<file path="src/rtl/core/icte_pkg.sv">
// Shared types, constants and the ones' complement adder for the checksum engine.
package icte_pkg;

  localparam int WordW   = 16;
  localparam int QDepth  = 4;
  localparam int QPtrW   = $clog2(QDepth);

  localparam logic [WordW-1:0] HdrBytes   = 16'd20;
  localparam logic [WordW-1:0] HdrWords   = 16'd10;
  localparam logic [WordW-1:0] IpCsumPos  = 16'd5;
  localparam logic [WordW-1:0] PseudoPos  = 16'd6;
  localparam logic [WordW-1:0] TcpCsumPos = 16'd18;
  localparam logic [WordW-1:0] LenPos     = 16'd1;
  localparam logic [WordW-1:0] ProtoTcp   = 16'd6;
  localparam logic [WordW-1:0] PosMax     = 16'hffff;
  localparam logic [WordW-1:0] HighByte   = 16'hff00;

  localparam logic [1:0] STATUS_OK      = 2'd0;
  localparam logic [1:0] STATUS_SHORT   = 2'd1;
  localparam logic [1:0] STATUS_LEN_LOW = 2'd2;

  typedef struct packed {
    logic [WordW-1:0] packet_word;
    logic             last_word;
  } in_t;

  typedef struct packed {
    logic [WordW-1:0] ip_checksum;
    logic [WordW-1:0] tcp_checksum;
    logic [1:0]       status;
  } out_t;

  // One classified word on its way from the front to the back.
  typedef struct packed {
    logic [WordW-1:0] hdr_val;
    logic [WordW-1:0] seg_val;
    logic             last;
    logic [1:0]       status;
    logic [WordW-1:0] len_term;
  } work_t;

  function automatic logic [WordW-1:0] oc_add(input logic [WordW-1:0] a,
                                              input logic [WordW-1:0] b);
    logic [WordW:0] s;
    logic [WordW:0] f;
    s = {1'b0, a} + {1'b0, b};
    f = {1'b0, s[WordW-1:0]} + {{WordW{1'b0}}, s[WordW]};
    return f[WordW-1:0];
  endfunction

endpackage

</file>
<file path="src/rtl/core/icte_front.sv">
// Front end: tracks the word position and total length and classifies each word.
module icte_front (
  input  logic  clk,
  input  logic  rst,
  input  logic  accept,
  input  icte_pkg::in_t   word,
  output icte_pkg::work_t item
);
  import icte_pkg::*;

  logic [WordW-1:0] pos;
  logic [WordW-1:0] total_length;
  logic [WordW-1:0] tl_eff;
  logic [WordW:0]   pos2;
  logic [WordW:0]   received;
  logic [WordW-1:0] half;
  logic [WordW-1:0] needed;
  logic [WordW:0]   tl_round;

  always_comb begin
    tl_eff   = (pos == LenPos) ? word.packet_word : total_length;
    pos2     = {pos, 1'b0};
    received = {1'b0, pos} + 17'd1;
    tl_round = {1'b0, tl_eff} + 17'd1;
    half     = tl_round[WordW:1];
    needed   = (half < HdrWords) ? HdrWords : half;

    item.hdr_val = '0;
    item.seg_val = '0;
    if (pos < HdrWords) begin
      if (pos != IpCsumPos) item.hdr_val = word.packet_word;
      if (pos >= PseudoPos) item.seg_val = word.packet_word;
    end else if (pos != PosMax && pos2 < {1'b0, tl_eff}) begin
      item.seg_val = word.packet_word;
      if (pos2 + 17'd1 == {1'b0, tl_eff}) item.seg_val = word.packet_word & HighByte;
      if (pos == TcpCsumPos) item.seg_val = '0;
    end

    item.last = word.last_word;
    priority if (received < {1'b0, needed}) begin
      item.status = STATUS_SHORT;
    end else if (tl_eff < HdrBytes) begin
      item.status = STATUS_LEN_LOW;
    end else begin
      item.status = STATUS_OK;
    end
    // TCP length plus the protocol number for the pseudo header.
    item.len_term = (tl_eff >= HdrBytes) ? (tl_eff - HdrBytes + ProtoTcp) : ProtoTcp;
  end

  always_ff @(posedge clk) begin
    if (rst) begin
      pos          <= '0;
      total_length <= '0;
    end else if (accept) begin
      if (word.last_word) begin
        pos          <= '0;
        total_length <= '0;
      end else begin
        if (pos != PosMax) pos <= pos + 16'd1;
        if (pos == LenPos) total_length <= word.packet_word;
      end
    end
  end

endmodule

</file>
<file path="src/rtl/core/icte_queue.sv">
// Short first-in first-out queue of classified words between front and back.
module icte_queue (
  input  logic            clk,
  input  logic            rst,
  input  logic            wr,
  input  icte_pkg::work_t wr_data,
  output logic            full,
  input  logic            rd,
  output icte_pkg::work_t rd_data,
  output logic            empty
);
  import icte_pkg::*;

  work_t            slots [QDepth];
  logic [QPtrW-1:0] wr_ptr;
  logic [QPtrW-1:0] rd_ptr;
  logic [QPtrW:0]   count;

  assign full    = (count == (QPtrW+1)'(QDepth));
  assign empty   = (count == '0);
  assign rd_data = slots[rd_ptr];

  always_ff @(posedge clk) begin
    if (wr) slots[wr_ptr] <= wr_data;
  end

  always_ff @(posedge clk) begin
    if (rst) begin
      wr_ptr <= '0;
      rd_ptr <= '0;
      count  <= '0;
    end else begin
      if (wr) wr_ptr <= wr_ptr + 1'b1;
      if (rd) rd_ptr <= rd_ptr + 1'b1;
      unique case ({wr, rd})
        2'b10:   count <= count + 1'b1;
        2'b01:   count <= count - 1'b1;
        default: count <= count;
      endcase
    end
  end

endmodule

</file>
<file path="src/rtl/core/icte_back.sv">
// Back end: accumulates both checksums and fills the result register.
module icte_back (
  input  logic            clk,
  input  logic            rst,
  input  icte_pkg::work_t item,
  input  logic            q_empty,
  output logic            q_pop,
  input  logic            pop,
  output logic            empty,
  output icte_pkg::out_t  result
);
  import icte_pkg::*;

  logic [WordW-1:0] header_sum;
  logic [WordW-1:0] segment_sum;
  logic [WordW-1:0] hdr_next;
  logic [WordW-1:0] seg_next;
  logic [WordW-1:0] seg_final;
  logic             out_valid;
  out_t             out_reg;

  assign empty  = !out_valid;
  assign result = out_reg;
  assign q_pop  = !q_empty && (!item.last || !out_valid || pop);

  always_comb begin
    hdr_next  = oc_add(header_sum, item.hdr_val);
    seg_next  = oc_add(segment_sum, item.seg_val);
    seg_final = oc_add(seg_next, item.len_term);
  end

  always_ff @(posedge clk) begin
    if (rst) begin
      header_sum  <= '0;
      segment_sum <= '0;
      out_valid   <= 1'b0;
    end else begin
      if (pop && out_valid) out_valid <= 1'b0;
      if (q_pop) begin
        if (item.last) begin
          header_sum  <= '0;
          segment_sum <= '0;
          out_valid   <= 1'b1;
        end else begin
          header_sum  <= hdr_next;
          segment_sum <= seg_next;
        end
      end
    end
  end

  always_ff @(posedge clk) begin
    if (q_pop && item.last) begin
      out_reg.ip_checksum  <= ~hdr_next;
      out_reg.tcp_checksum <= (item.status == STATUS_LEN_LOW) ? '0 : ~seg_final;
      out_reg.status       <= item.status;
    end
  end

endmodule

</file>
<file path="src/rtl/core/ipv4_tcp_checksum_engine.sv">
// Top level of the IPv4/TCP checksum engine.
//
//   Channel   Direction  Handshake         Payload
//   word      in         push / full       packet_word, last_word
//   result    out        pop / empty       ip_checksum, tcp_checksum, status
//
// One packet word is taken every cycle while full is low; the front end
// classifies it in the same cycle and writes it into a four-entry queue.
// The back end takes one queued word per cycle while the queue holds one;
// a last word passes through its queue slot and then the result register.
// The synchronous reset empties the queue, clears both sums and drops any waiting result.
// An unpopped result halts the back end at the next last word, which waits
// at the head of the queue; three further words then fill it and raise full.
module ipv4_tcp_checksum_engine (
  input  logic           clk,
  input  logic           rst,
  input  logic           push,
  output logic           full,
  input  icte_pkg::in_t  word,
  output logic           empty,
  input  logic           pop,
  output icte_pkg::out_t result
);
  import icte_pkg::*;

  // A transaction on the input side is taken only when the queue has room.
  logic  accept;
  work_t front_item;
  work_t back_item;
  logic  q_empty;
  logic  q_pop;

  assign accept = push && !full;

  // The front end keeps the word position and the captured total length.
  icte_front u_front (
    .clk    (clk),
    .rst    (rst),
    .accept (accept),
    .word   (word),
    .item   (front_item)
  );

  // The queue decouples classification from accumulation.
  icte_queue u_queue (
    .clk     (clk),
    .rst     (rst),
    .wr      (accept),
    .wr_data (front_item),
    .full    (full),
    .rd      (q_pop),
    .rd_data (back_item),
    .empty   (q_empty)
  );

  // The back end sums the words and holds the finished result.
  icte_back u_back (
    .clk     (clk),
    .rst     (rst),
    .item    (back_item),
    .q_empty (q_empty),
    .q_pop   (q_pop),
    .pop     (pop),
    .empty   (empty),
    .result  (result)
  );

  // The back end never reads an empty queue.
  a_no_underflow: assert property (@(posedge clk) disable iff (rst)
    q_pop |-> !q_empty)
    else $error("queue read while empty");

  // A waiting result carries a defined status code.
  a_status_code: assert property (@(posedge clk) disable iff (rst)
    !empty |-> (result.status == STATUS_OK || result.status == STATUS_SHORT ||
                result.status == STATUS_LEN_LOW))
    else $error("undefined status code");

  // A result with status LEN_LOW (length under twenty bytes) gives a zero TCP checksum.
  a_len_low_tcp: assert property (@(posedge clk) disable iff (rst)
    (!empty && result.status == STATUS_LEN_LOW) |-> result.tcp_checksum == '0)
    else $error("non-zero TCP checksum with short total length");

  // A result waiting while the back end meets a new last word is not overwritten.
  a_hold_result: assert property (@(posedge clk) disable iff (rst)
    (!empty && !pop) |=> !empty && $stable(result))
    else $error("waiting result lost or changed");

endmodule

</file>
<file path="config.mk">
export PLATFORM = sky130hd
export DESIGN_NAME = ipv4_tcp_checksum_engine
export DESIGN_NICKNAME = d
export VERILOG_FILES = /design/src/rtl/core/icte_pkg.sv /design/src/rtl/core/icte_front.sv /design/src/rtl/core/icte_queue.sv /design/src/rtl/core/icte_back.sv /design/src/rtl/core/ipv4_tcp_checksum_engine.sv
export SDC_FILE = /design/constraint.sdc
export NUM_CORES = 1
export LEC_CHECK = 0
export BUFFER_PORTS_ARGS = -buffer_cell sky130_fd_sc_hd__buf_2
export CAP_MARGIN = 10
export CORE_ASPECT_RATIO = 0.75
export CORE_MARGIN = 2
export CORE_UTILIZATION = 58
export CTS_BUF_LIST = sky130_fd_sc_hd__clkbuf_4
export DETAILED_ROUTE_END_ITERATION = 8
export PLACE_DENSITY = 0.74
export SLEW_MARGIN = 20
export SYNTH_ARGS = -nofsm -noshare
export SYNTH_HDL_FRONTEND = slang
export SYNTH_SLANG_ARGS = --single-unit
</file>
<file path="constraint.sdc">
create_clock -name clk -period 20 [get_ports clk]
set_input_delay 3 -clock clk [delete_from_list [all_inputs] [get_ports clk]]
set_output_delay 3 -clock clk [all_outputs]
set_load 0.1 [all_outputs]
</file>
# After elaboration in Yosys (flattened, before gate mapping)
# Memory sizes are Yosys's and may differ from the RTL's. A register that Yosys moved wholly into a read port is not among the register bits.
# Index checks and enable logic that the tools add are counted.
[classes]
addsub = 16
n_lt_le_gt_ge = 7
n_eq_ne = 9
mux = 25
bitwise = 2
n_reduce_logical = 15
[ops]
columns = ["op", "count"]
rows = [
  ["two-way mux 16 bit", 14],
  ["adder 16 x 16 -> 17 bit", 3],
  ["adder 16 x 1 -> 16 bit", 3],
  ["adder 16 x 1 -> 17 bit, second input constant", 2],
  ["< comparator 17 x 16 -> 1 bit", 2],
  ["< comparator 16 x 4 -> 1 bit, second input constant", 2],
  ["inverter 16 bit", 2],
  ["adder 17 x 1 -> 17 bit, second input constant", 1],
  ["equality test 17 x 16 -> 1 bit", 1],
  ["adder 16 x 1 -> 16 bit, second input constant", 1],
  ["adder 16 x 3 -> 16 bit, second input constant", 1],
  ["equality test 16 x 1 -> 1 bit, second input constant", 1],
  ["equality test 16 x 5 -> 1 bit, second input constant", 1],
  [">= comparator 16 x 3 -> 1 bit, second input constant", 1],
  [">= comparator 16 x 5 -> 1 bit, second input constant", 1],
  ["< comparator 16 x 5 -> 1 bit, second input constant", 1],
  ["!= test 16 bit, second input constant", 1],
  ["!= test 16 x 3 -> 1 bit, second input constant", 1],
  ["subtractor 16 x 5 -> 16 bit, second input constant", 1],
  ["two-way mux 2 bit", 4],
  ["two-way mux 8 bit", 1],
  ["case mux 3 bit (2 select lines)", 1],
  ["logical AND 1 bit", 5],
  ["two-way mux 1 bit", 5],
  ["other kinds (11)", 18],
]
[word_totals]
ff_bits = 106
ram_bits = 204
inputBits = 21
output_inout_bits = 36
n_memories = 1
[mem_list]
columns = ["memory", "depth", "word_bits", "rd", "rd_ports_with_merged_regs", "write_ports", "line", "text"]
rows = [
  ["u_queue.slots", 4, 51, 1, 1, 1, "icte_queue.sv:14", "work_t slots [QDepth];"],
]

# Longest topological paths before layout
# Gate-level depths: netlist of run 1.
[logic_depth]
depth_word = 7
ltp_mapped = 34
depth_no_buf = 32

# Cells and area by module
# Synthesis of run 1 repeated with hierarchy kept, for this count alone.
[hier_totals]
cells_unflattened = 1514
area_unflattened_um2 = 17568.1
[modules_own_cells]
columns = ["module", "instances", "cells_per_inst", "area_each_um2"]
rows = [
  ["icte_queue", 1, 314, 7852.5],
  ["icte_back", 1, 631, 5599.1],
  ["icte_front", 1, 568, 4102.7],
  ["ipv4_tcp_checksum_engine", 1, 1, 13.8],
]

# Worst setup path after synthesis of run 1
# No wires, ideal clock.
[synth_path]
path_type = "flip-flop to flip-flop"
startpoint = "register with a tool-made name"
endpoint = "register u_back.out_reg (netlist bit u_back.result[16]), data pin"
arrival_time_ps = 7646
slack_ps = 12088
path_stages_with_launch = 35
synth_period_minus_slack_ps = 7912
path_cell_list = "dfxtp_1 -> clkbuf_1 -> buf_1 -> mux4_2 -> ha_1 -> fa_1 -> a211o_1 -> a2111oi_2 -> o21ai_1 -> o211ai_1 -> o21ai_0 -> a21o_1 -> a21o_1 -> ha_1 -> and3_1 -> o211ai_1 -> xnor2_1 -> ha_1 -> o21ai_0 -> o21bai_1 -> a31o_2 -> a21oi_1 -> o311a_1 -> nor2b_1 -> o21a_1 -> o21ai_0 -> a21oi_1 -> ha_1 -> and3_1 -> nand4_1 -> nor2_1 -> nand4_1 -> or3_1 -> a21oi_1 -> nor2_1"
[synth_rtl]
columns = ["element", "line", "text"]
rows = [
  ["end: declaration", "icte_back.sv:20", "out_t out_reg;"],
]

==> results.txt, run 1 <==
Vias = 12,200
Post_cts resized = 0
Die Y = 153 µm
Crit-path max cell delay = 0.69 ns
Count of final max-slew check failures = 0
Clock sinks = 312
Area of the multi-input gates = 8060 µm²
Longest Clk Path Bufs = 3
Max-cap violations = 0
Hold Crit Class = flip-flop to flip-flop
Drt first pass iters = 7
Clock transition at path regs = 0.06 ns
HPWL after DPL = 27.7 mm
Final Hold Viols = 0
CP Launch Type = flip-flop
Final Skew = 0.0551 ns
Layout cell share with drive strength beyond 1 = 18.4%
Fraction of synthesized area in multiplexers = 7.76%
Total track usage = 26.4%
Detail Route Antenna Nets = 0
Initial antenna violation count = 1
Util after Layout = 64.4%
Main synth FF type = edfxtp_1
Yosys Warn Count = 0
Register area share after synthesis = 50.5%
CTS buffer count = 75
Post-CTS setup buffer count = 0
EDFF count, synth = 238
Vias in the first global route = 11,600
Critical path class = flip-flop to flip-flop
Average size of a mapped cell = 11.7 µm²
Crit path top cell by count = ha_1
Placeable Area = 29,100 µm²
Boundary Pins = 57
Relative slew slack = 31.8%
Critical Path RT = 20.49 ns
IO buf count = 56
Post-Place Cells = 1,868
Vias/cell = 6.08
CTS tree = done
Main combinational cell family by area after synthesis = simple AND/OR/NAND/NOR gates
Worst Path Max Fanout = 27
Row cnt = 54
Clk Latency, worst-skew pair = 0.74 ns
Pre-CTS setup slack = 11.34 ns
Post-synthesis compound-gate area fraction = 10.9%
Synth async-reset ratio = 0%
Crit end category = flip-flop
Wire per inst = 20.2 µm
Setup ws final = 11.39 ns
Hold path start = u_queue.wr_ptr[1]$_SDFFE_PP0P_
CTS Root Cell = clkbuf_4
Iteration-0 DRC Markers = 1,071
Post-synthesis net count = 1,585
Unrepaired setup endpoints after global routing = false
Die ar. = 30,900 µm²
Xor/xnor share of the synthesized area = 5.98%
Synthesis-to-finish area growth = 9.43%
Worst-Margin Slew = 1.02 ns
Number of fill cells in the layout = 2,296
Setup tns final = 0 ns
Initial core utilization = 58.8%
Adder-Cell Fraction of Synth Area = 7.64%
Global-route wire length before repair = 63.6 mm
Tcrit/Tclk final = 43.1%
Mapped Area = 17,100 µm²
Critical-path top delay cell = dfxtp_4
Largest net degree at the start of global routing = 68
CP Data Arrival Time = 9.11 ns
FF+latch count, synth = 312
Post-CTS Hold Buffers = 0
Htree depth = 3
Grt total ovfl = 0
Syn Inst Count = 1,462
Sequential standard cell area = 8630 µm²
Fmax = 116 MHz
Post-Synth Simple-Gate Area = 14.7%
Routed WL = 40.4 mm
Nets = 1,676
Synth unique cells = 82
Routability cong. = 0.934
Status = finished clean
DRC viols = 0
Final cell count without fillers = 2,003
Die width = 202 µm
Min Tclk post-route = 8.61 ns
Final setup fails = 0
## stage by stage
step / instance area [µm²] / hold slack (ns)
floorplan: 17100 / 0.451
global placement: 17700 / 0.480
detailed placement: 17700 / 0.493
CTS: 18700 / 0.506
global route: 18700 / 0.541
finish: 18700 / 0.500
## Yosys cell counts, drive strengths merged (4+ instances only)
master,instances,share of area [%]
mux4,51,6.7
and2,38,1.4
nor2b,9,0.33
o21a,8,0.35
a221oi,4,0.20
a211oi,10,0.47
or3,15,0.55
a211o,4,0.20
nand3,50,1.5
xnor2,59,3.0
nand3b,7,0.31
o31a,10,0.51
o21bai,6,0.26
xor2,55,2.8
mux2,5,0.33
and4,4,0.20
nand4,22,0.88
nand2,81,1.8
nor3b,6,0.29
a2111oi,8,0.52
and3,26,0.95
a21oi,89,2.6
ha,98,7.2
nor2,154,3.4
or2,13,0.48
a22oi,32,1.4
a31oi,8,0.29
clkbuf,41,0.90
nor4b,4,0.38
nor4,12,0.76
o211ai,8,0.35
nor3,39,1.3
fa,4,0.47
buf,16,0.59
o21ai,39,1.1
edfxtp,238,42
inv,43,0.94
dfxtp,74,8.7
mux2i,11,0.71
a21o,27,1.2
## per-layer routing
layer  routed length (µm)  track usage, %
met4                  908            7.92
met1                18600            39.2
met5                    0               0
met2                17600            39.4
met3                 3260            5.45
## flip-flops by register name, summed over array words and instances (netlist names), named ones only
name and cells:
u_back.segment_sum 16, u_queue.slots 204, u_queue.rd_ptr 2, u_back.result 34
u_queue.count 3, u_back.out_valid 1, u_queue.wr_ptr 2, u_back.header_sum 16
u_front.pos 16, u_front.total_length 16
## logic make-up (layout without fill, tap and decap cells)
group,after synthesis,after routing
xor+xnor,115,115
other cells,0,1
flops,312,312
compound gates,279,279
mux,67,67
simple gates,486,486
fa+ha+maj,102,102
buf+inv,101,249
## area by class of cell
cell class                      count  area share [%]
Multi-Input combinational cell   1049            43.1
Tap cell                          392            2.62
Clock buffer                      108            4.33
Inverter                           44           0.883
Timing Repair Buffer               71            2.10
Clock inverter                     26           0.803
Antenna cell                        1          0.0134
Sequential cell                   312            46.2
## placed cells by master (no fill, tap or decap), drive strengths merged, types with 6 or more instances in the layout
cell and n:
edfxtp 238, nand2 81, mux2i 11, inv 46, clkinv 21, buf 71
a2111oi 8, o21ai 39, dfxtp 74, nand3b 7, o21bai 6, o211ai 8
a31oi 8, a211oi 10, nor3b 6, o31a 10, or2 13, nor2 154
nor2b 9, nand4 22, nand3 50, or3 15, ha 98, and3 26
mux4 51, xor2 55, a21oi 89, a21o 27, xnor2 59, nor3 39
o21a 8, and2 38, nor4 12, a22oi 32, clkbuf 108
## worst max-delay path: cells and delay by family (launching register included)
kind            cells  cell delay [ns]
buf+inv             1             0.56
fa+ha+maj           4             1.20
mux                 1             0.57
xor+xnor            1             0.16
compound gates     17             3.56
simple gates        8             1.58
flops               1             0.69
## final timing paths
check        depth (start not counted)  slack (ns)                               to
max                                 32       11.39  u_back.result[16]$_SDFFCE_PN0P_
min                                  2        0.50   u_queue.wr_ptr[1]$_SDFFE_PP0P_
max reg2reg                         32       11.39  u_back.result[16]$_SDFFCE_PN0P_
min reg2reg                          2        0.50   u_queue.wr_ptr[1]$_SDFFE_PP0P_
Power of run 1 is not shown: default switching activity piles up to over one toggle a cycle in this logic, so the estimate is an artifact.
==> run 2, diff against run 1 <==
--- a/config.mk
+++ b/config.mk
@@ -12,7 +12,7 @@
 export CORE_UTILIZATION = 58
 export CTS_BUF_LIST = sky130_fd_sc_hd__clkbuf_4
 export DETAILED_ROUTE_END_ITERATION = 8
-export PLACE_DENSITY = 0.74
+export PLACE_DENSITY = 0.77
 export SLEW_MARGIN = 20
 export SYNTH_ARGS = -nofsm -noshare
 export SYNTH_HDL_FRONTEND = slang
==> constraint.sdc (replaced) <==
create_clock -name clk -period 7.4 [get_ports clk]
set_input_delay 1.11 -clock clk [delete_from_list [all_inputs] [get_ports clk]]
set_output_delay 1.11 -clock clk [all_outputs]
set_load 0.1 [all_outputs]
==> results.txt, run 2 (synthesized netlist as in run 1, its figures left out) <==
CTS buffer count = 76 (was 75)
Util after Layout = 66.1% (was 64.4%)
Reg2Reg Setup Slack = 0.22 ns (was 11.39 ns)
Commonest non-fill, non-tap cells in the layout = edfxtp_1 (238), nor2_1 (152), clkbuf_4 (119) (was edfxtp_1 (238), nor2_1 (154), clkbuf_4 (108))
Boundary Pins = 57 (unchanged)
Commonest non-fill, non-tap cell in the layout = edfxtp_1 (unchanged)
Global-route wire length before repair = 63.5 mm (was 63.6 mm)
Routed WL = 40.6 mm (was 40.4 mm)
Clock transition at path regs = 0.07 ns (was 0.06 ns)
Worst Reg-to-Reg Cells = 33 (was 32)
Final Hold Viols = 0 (unchanged)
Routability cong. = 0.940 (was 0.934)
Largest net degree at the start of global routing = 68 (unchanged)
Clk Latency, worst-skew pair = 0.72 ns (was 0.74 ns)
Total track usage = 26.3% (was 26.4%)
Initial antenna violation count = 1 (unchanged)
Crit-path max cell delay = 0.55 ns (was 0.69 ns)
Initial core utilization = 58.8% (unchanged)
Status = finished clean (unchanged)
Count of final max-slew check failures = 0 (unchanged)
Worst Path Max Fanout = 3 (was 27)
Clock sinks = 312 (unchanged)
Hold Crit Class = flip-flop to flip-flop (unchanged)
Nets = 1,723 (was 1,676)
IO buf count = 56 (unchanged)
Iteration-0 DRC Markers = 1,205 (was 1,071)
Detail Route Antenna Nets = 0 (unchanged)
Fmax = 139 MHz (was 116 MHz)
Relative slew slack = 35.9% (was 31.8%)
Setup tns final = 0 ns (unchanged)
HPWL after DPL = 28.3 mm (was 27.7 mm)
Post-CTS Hold Buffers = 0 (unchanged)
Die ar. = 30,900 µm² (unchanged)
Placeable Area = 29,100 µm² (unchanged)
Drt first pass iters = 7 (unchanged)
Wire per inst = 19.8 µm (was 20.2 µm)
Largest register FFs = 204 (unchanged)
Unrepaired setup endpoints after global routing = true (was false)
Max-cap violations = 0 (unchanged)
CP Launch Type = flip-flop (unchanged)
Final Skew = 0.0604 ns (was 0.0551 ns)
Post-Place Cells = 1,897 (was 1,868)
Die Y = 153 µm (unchanged)
Longest Clk Path Bufs = 3 (unchanged)
Fin Hold WS = 0.494 ns (was 0.500 ns)
Synthesis-to-finish area growth = 12.4% (was 9.43%)
DRC viols = 0 (unchanged)
Min Tclk post-route = 7.18 ns (was 8.61 ns)
Critical Path RT = 7.85 ns (was 20.49 ns)
Hold endpoint = u_queue.wr_ptr[1]$_SDFFE_PP0P_ (unchanged)
Grt total ovfl = 0 (unchanged)
Vias in the first global route = 11,800 (was 11,600)
Row cnt = 54 (unchanged)
CP Data Arrival Time = 7.64 ns (was 9.11 ns)
Number of fill cells in the layout = 2,186 (was 2,296)
Vias/cell = 6.03 (was 6.08)
Worst-Margin Slew = 0.956 ns (was 1.02 ns)
Hold depth = 2 (unchanged)
Crit end category = flip-flop (unchanged)
RR Endpoint = u_back.result[16]$_SDFFCE_PN0P_ (unchanged)
Vias = 12,300 (was 12,200)
CTS Root Cell = clkbuf_4 (unchanged)
Layout cell share with drive strength beyond 1 = 21.9% (was 18.4%)
Tcrit/Tclk final = 97.0% (was 43.1%)
Final setup fails = 0 (unchanged)
CTS tree = done (unchanged)
Critical-path top delay cell = mux4_2 (was dfxtp_4)
Reg with most FFs = u_queue.slots (unchanged)
Final cell count without fillers = 2,048 (was 2,003)
Die width = 202 µm (unchanged)
Hold path start = u_queue.wr_ptr[1]$_SDFFE_PP0P_ (unchanged)
Critical path class = flip-flop to flip-flop (unchanged)
Htree depth = 3 (unchanged)
-- run 2: metal layers --
metal | GRT usage (%) | part of all wire [%] | vias to the layer above
met2 | 40.1 | 45 | 486
met1 | 37.7 | 44 | 5944
met5 | 0 | 0 | -
met3 | 5.11 | 8.4 | 69
li1 | - | - | 5842
met4 | 9.32 | 2.5 | 0
-- run 2: worst max-delay path: cells and delay by family (launching register included) --
family	cells	cell delay, ns
AND/OR/NAND/NOR	9	1.52
multiplexers	1	0.55
buffers and inverters	1	0.18
adder cells (fa/ha/maj)	5	1.31
AO/OA/AOI/OAI	16	2.87
flip-flops	1	0.39
XOR/XNOR	1	0.13
-- run 2: how the worst max path moves through the flow --
stage	cells after the start	from	endpoint
final	33	flip-flop	u_back.result[16]$_SDFFCE_PN0P_
after global placement	32	flip-flop	u_back.result[16]$_SDFFCE_PN0P_
after CTS	32	flip-flop	u_back.result[16]$_SDFFCE_PN0P_
after floorplan	34	flip-flop	u_back.result[16]$_SDFFCE_PN0P_
after global routing	33	flip-flop	u_back.result[16]$_SDFFCE_PN0P_
after detailed placement	32	flip-flop	u_back.result[16]$_SDFFCE_PN0P_
-- run 2: timing repair --
item                                    in CTS  in global routing
gates resized for setup                      2                 21
endpoints found under the setup margin       2                  9
setup buffers                                3                 14
pin swaps                                    3                 26
-- run 2: per-stage QoR --
stage	setup WS (ns)	instance area (µm²)
after CTS	0.0462	19000
after global routing	-0.111	19200
after global placement	0.141	18000
final	0.219	19200
after detailed placement	-0.117	18000
after floorplan	0.0000777	17100
-- run 2: area by class of cell --
type,count,area [µm²],share of cell area (%)
Clock buffer,119,893,4.65
Sequential cell,312,8630,44.9
Multi-Input combinational cell,1049,8150,42.4
Timing Repair Buffer,117,758,3.95
Inverter,44,165,0.860
Tap cell,392,490,2.55
Clock inverter,14,118,0.612
Antenna cell,1,2.50,0.0130
Power of run 2 is left out for the same reason.
==> run 3, diff against run 2 <==
--- a/config.mk
+++ b/config.mk
@@ -12,6 +12,7 @@
 export CORE_UTILIZATION = 58
 export CTS_BUF_LIST = sky130_fd_sc_hd__clkbuf_4
 export DETAILED_ROUTE_END_ITERATION = 8
+export MAX_ROUTING_LAYER = met4
 export PLACE_DENSITY = 0.77
 export SLEW_MARGIN = 20
 export SYNTH_ARGS = -nofsm -noshare
==> results.txt, run 3 (synthesized netlist as in run 1, its figures left out) <==
Die width = 202 µm (unchanged)
Reg with most FFs = u_queue.slots (unchanged)
Setup ws final = 0.142 ns (was 0.219 ns)
Boundary Pins = 57 (unchanged)
DRC viols = 0 (unchanged)
Tcrit/Tclk final = 98.1% (was 97.0%)
CTS buffer count = 76 (unchanged)
Commonest non-fill, non-tap cell in the layout = edfxtp_1 (unchanged)
Crit-path max cell delay = 0.56 ns (was 0.55 ns)
Global-route wire length before repair = 64.7 mm (was 63.5 mm)
Clock sinks = 312 (unchanged)
Fin Hold WS = 0.502 ns (was 0.494 ns)
RR Endpoint = u_back.result[16]$_SDFFCE_PN0P_ (unchanged)
Clk Latency, worst-skew pair = 0.75 ns (was 0.72 ns)
Placeable Area = 29,100 µm² (unchanged)
Vias = 12,600 (was 12,300)
Routed WL = 41.7 mm (was 40.6 mm)
Detail Route Antenna Nets = 0 (unchanged)
Drt first pass iters = 5 (was 7)
Commonest non-fill, non-tap cells in the layout = edfxtp_1 (238), nor2_1 (152), clkbuf_4 (119) (unchanged)
CTS tree = done (unchanged)
Layout cell share with drive strength beyond 1 = 22.7% (was 21.9%)
Htree depth = 3 (unchanged)
Critical Path RT = 7.89 ns (was 7.85 ns)
Reg2Reg Setup Slack = 0.14 ns (was 0.22 ns)
IO buf count = 56 (unchanged)
Initial antenna violation count = 1 (unchanged)
Final Hold Viols = 0 (unchanged)
Die Y = 153 µm (unchanged)
Pre-CTS setup slack = -0.187 ns (was -0.117 ns)
Routability cong. = 0.954 (was 0.940)
Longest Clk Path Bufs = 3 (unchanged)
Synthesis-to-finish area growth = 13.1% (was 12.4%)
Clock transition at path regs = 0.07 ns (about the same)
Relative slew slack = 32.7% (was 35.9%)
Unrepaired setup endpoints after global routing = true (unchanged)
Vias in the first global route = 12,100 (was 11,800)
Final Skew = 0.0504 ns (was 0.0604 ns)
Fmax = 138 MHz (was 139 MHz)
CP Data Arrival Time = 7.75 ns (was 7.64 ns)
Nets = 1,731 (was 1,723)
Crit end category = flip-flop (unchanged)
Wire per inst = 20.2 µm (was 19.8 µm)
Grt total ovfl = 0 (unchanged)
Critical path class = flip-flop to flip-flop (unchanged)
End of the critical path = u_back.result[16]$_SDFFCE_PN0P_ (unchanged)
Max-cap violations = 0 (unchanged)
Largest net degree at the start of global routing = 68 (unchanged)
Util after Layout = 66.6% (was 66.1%)
Die ar. = 30,900 µm² (unchanged)
Critical-path top delay cell = mux4_2 (unchanged)
Largest register FFs = 204 (unchanged)
HPWL after DPL = 28.8 mm (was 28.3 mm)
Status = finished clean (unchanged)
Worst Path Max Fanout = 4 (was 3)
Worst-Margin Slew = 0.982 ns (was 0.956 ns)
Hold Crit Class = flip-flop to flip-flop (unchanged)
Min Tclk post-route = 7.26 ns (was 7.18 ns)
Worst Reg-to-Reg Cells = 33 (unchanged)
Final setup fails = 0 (unchanged)
Post-CTS Hold Buffers = 0 (unchanged)
Iteration-0 DRC Markers = 1,189 (was 1,205)
CTS Root Cell = clkbuf_4 (unchanged)
Vias/cell = 6.11 (was 6.03)
Count of final max-slew check failures = 0 (unchanged)
CP Launch Type = flip-flop (unchanged)
Initial core utilization = 58.8% (unchanged)
Total track usage = 27.7% (was 26.3%)
Row cnt = 54 (unchanged)
-- run 3: what timing repair did --
action                     CTS  global route
gates cloned                 0             1
gates resized for setup      5            23
buffers inserted             9            11
setup endpoints to repair    4             9
pin swaps                    9            24
-- run 3: layer usage --
layer  part of all wire (%)  global-route usage [%]
met3                    9.4                    6.39
met2                     45                    40.6
met1                     44                    38.2
met5                      0                       -
met4                    2.2                    9.28
-- run 3: through the flow --
stage                     std cells  area (µm²)  setup TNS (ns)
after floorplan                1462       17100               0
after CTS                      2048       19100               0
after global placement         1901       18000               0
after global routing           2061       19300          -0.642
after detailed placement       1901       18000          -0.424
final                          2061       19300               0
-- run 3: worst min path at each step --
stage,from,endpoint,cells past startpoint
finish,u_queue.count[2]$_SDFFE_PP0P_,u_queue.count[2]$_SDFFE_PP0P_,2
global placement,u_back.header_sum[12]$_SDFFE_PP0P_,u_back.header_sum[12]$_SDFFE_PP0P_,2
floorplan,u_back.header_sum[12]$_SDFFE_PP0P_,u_back.header_sum[12]$_SDFFE_PP0P_,2
CTS,u_queue.count[2]$_SDFFE_PP0P_,u_queue.count[2]$_SDFFE_PP0P_,2
global route,u_back.header_sum[14]$_SDFFE_PP0P_,u_back.header_sum[14]$_SDFFE_PP0P_,2
detailed placement,u_queue.count[2]$_SDFFE_PP0P_,u_queue.count[2]$_SDFFE_PP0P_,2
-- run 3: cell type report --
cell class | count | area, µm²
Antenna cell | 1 | 2.50
Clock buffer | 119 | 893
Clock inverter | 19 | 149
Fill cell | 2150 | 9720
Inverter | 44 | 165
Multi-Input combinational cell | 1049 | 8170
Sequential cell | 312 | 8630
Tap cell | 392 | 490
Timing Repair Buffer | 125 | 836
-- run 3: critical path: cells and delay by family (launching register included) --
| kind | cells | cell delay (ns) |
|---|---|---|
| and+or+nand+nor | 12 | 1.81 |
| AOI/OAI and AO/OA | 13 | 2.65 |
| DFF | 1 | 0.39 |
| buffers and inverters | 1 | 0.18 |
| adders and majority gates | 5 | 1.31 |
| muxes | 1 | 0.56 |
| xor gates and xnor gates | 1 | 0.16 |
Power of run 3 is left out for the same reason.
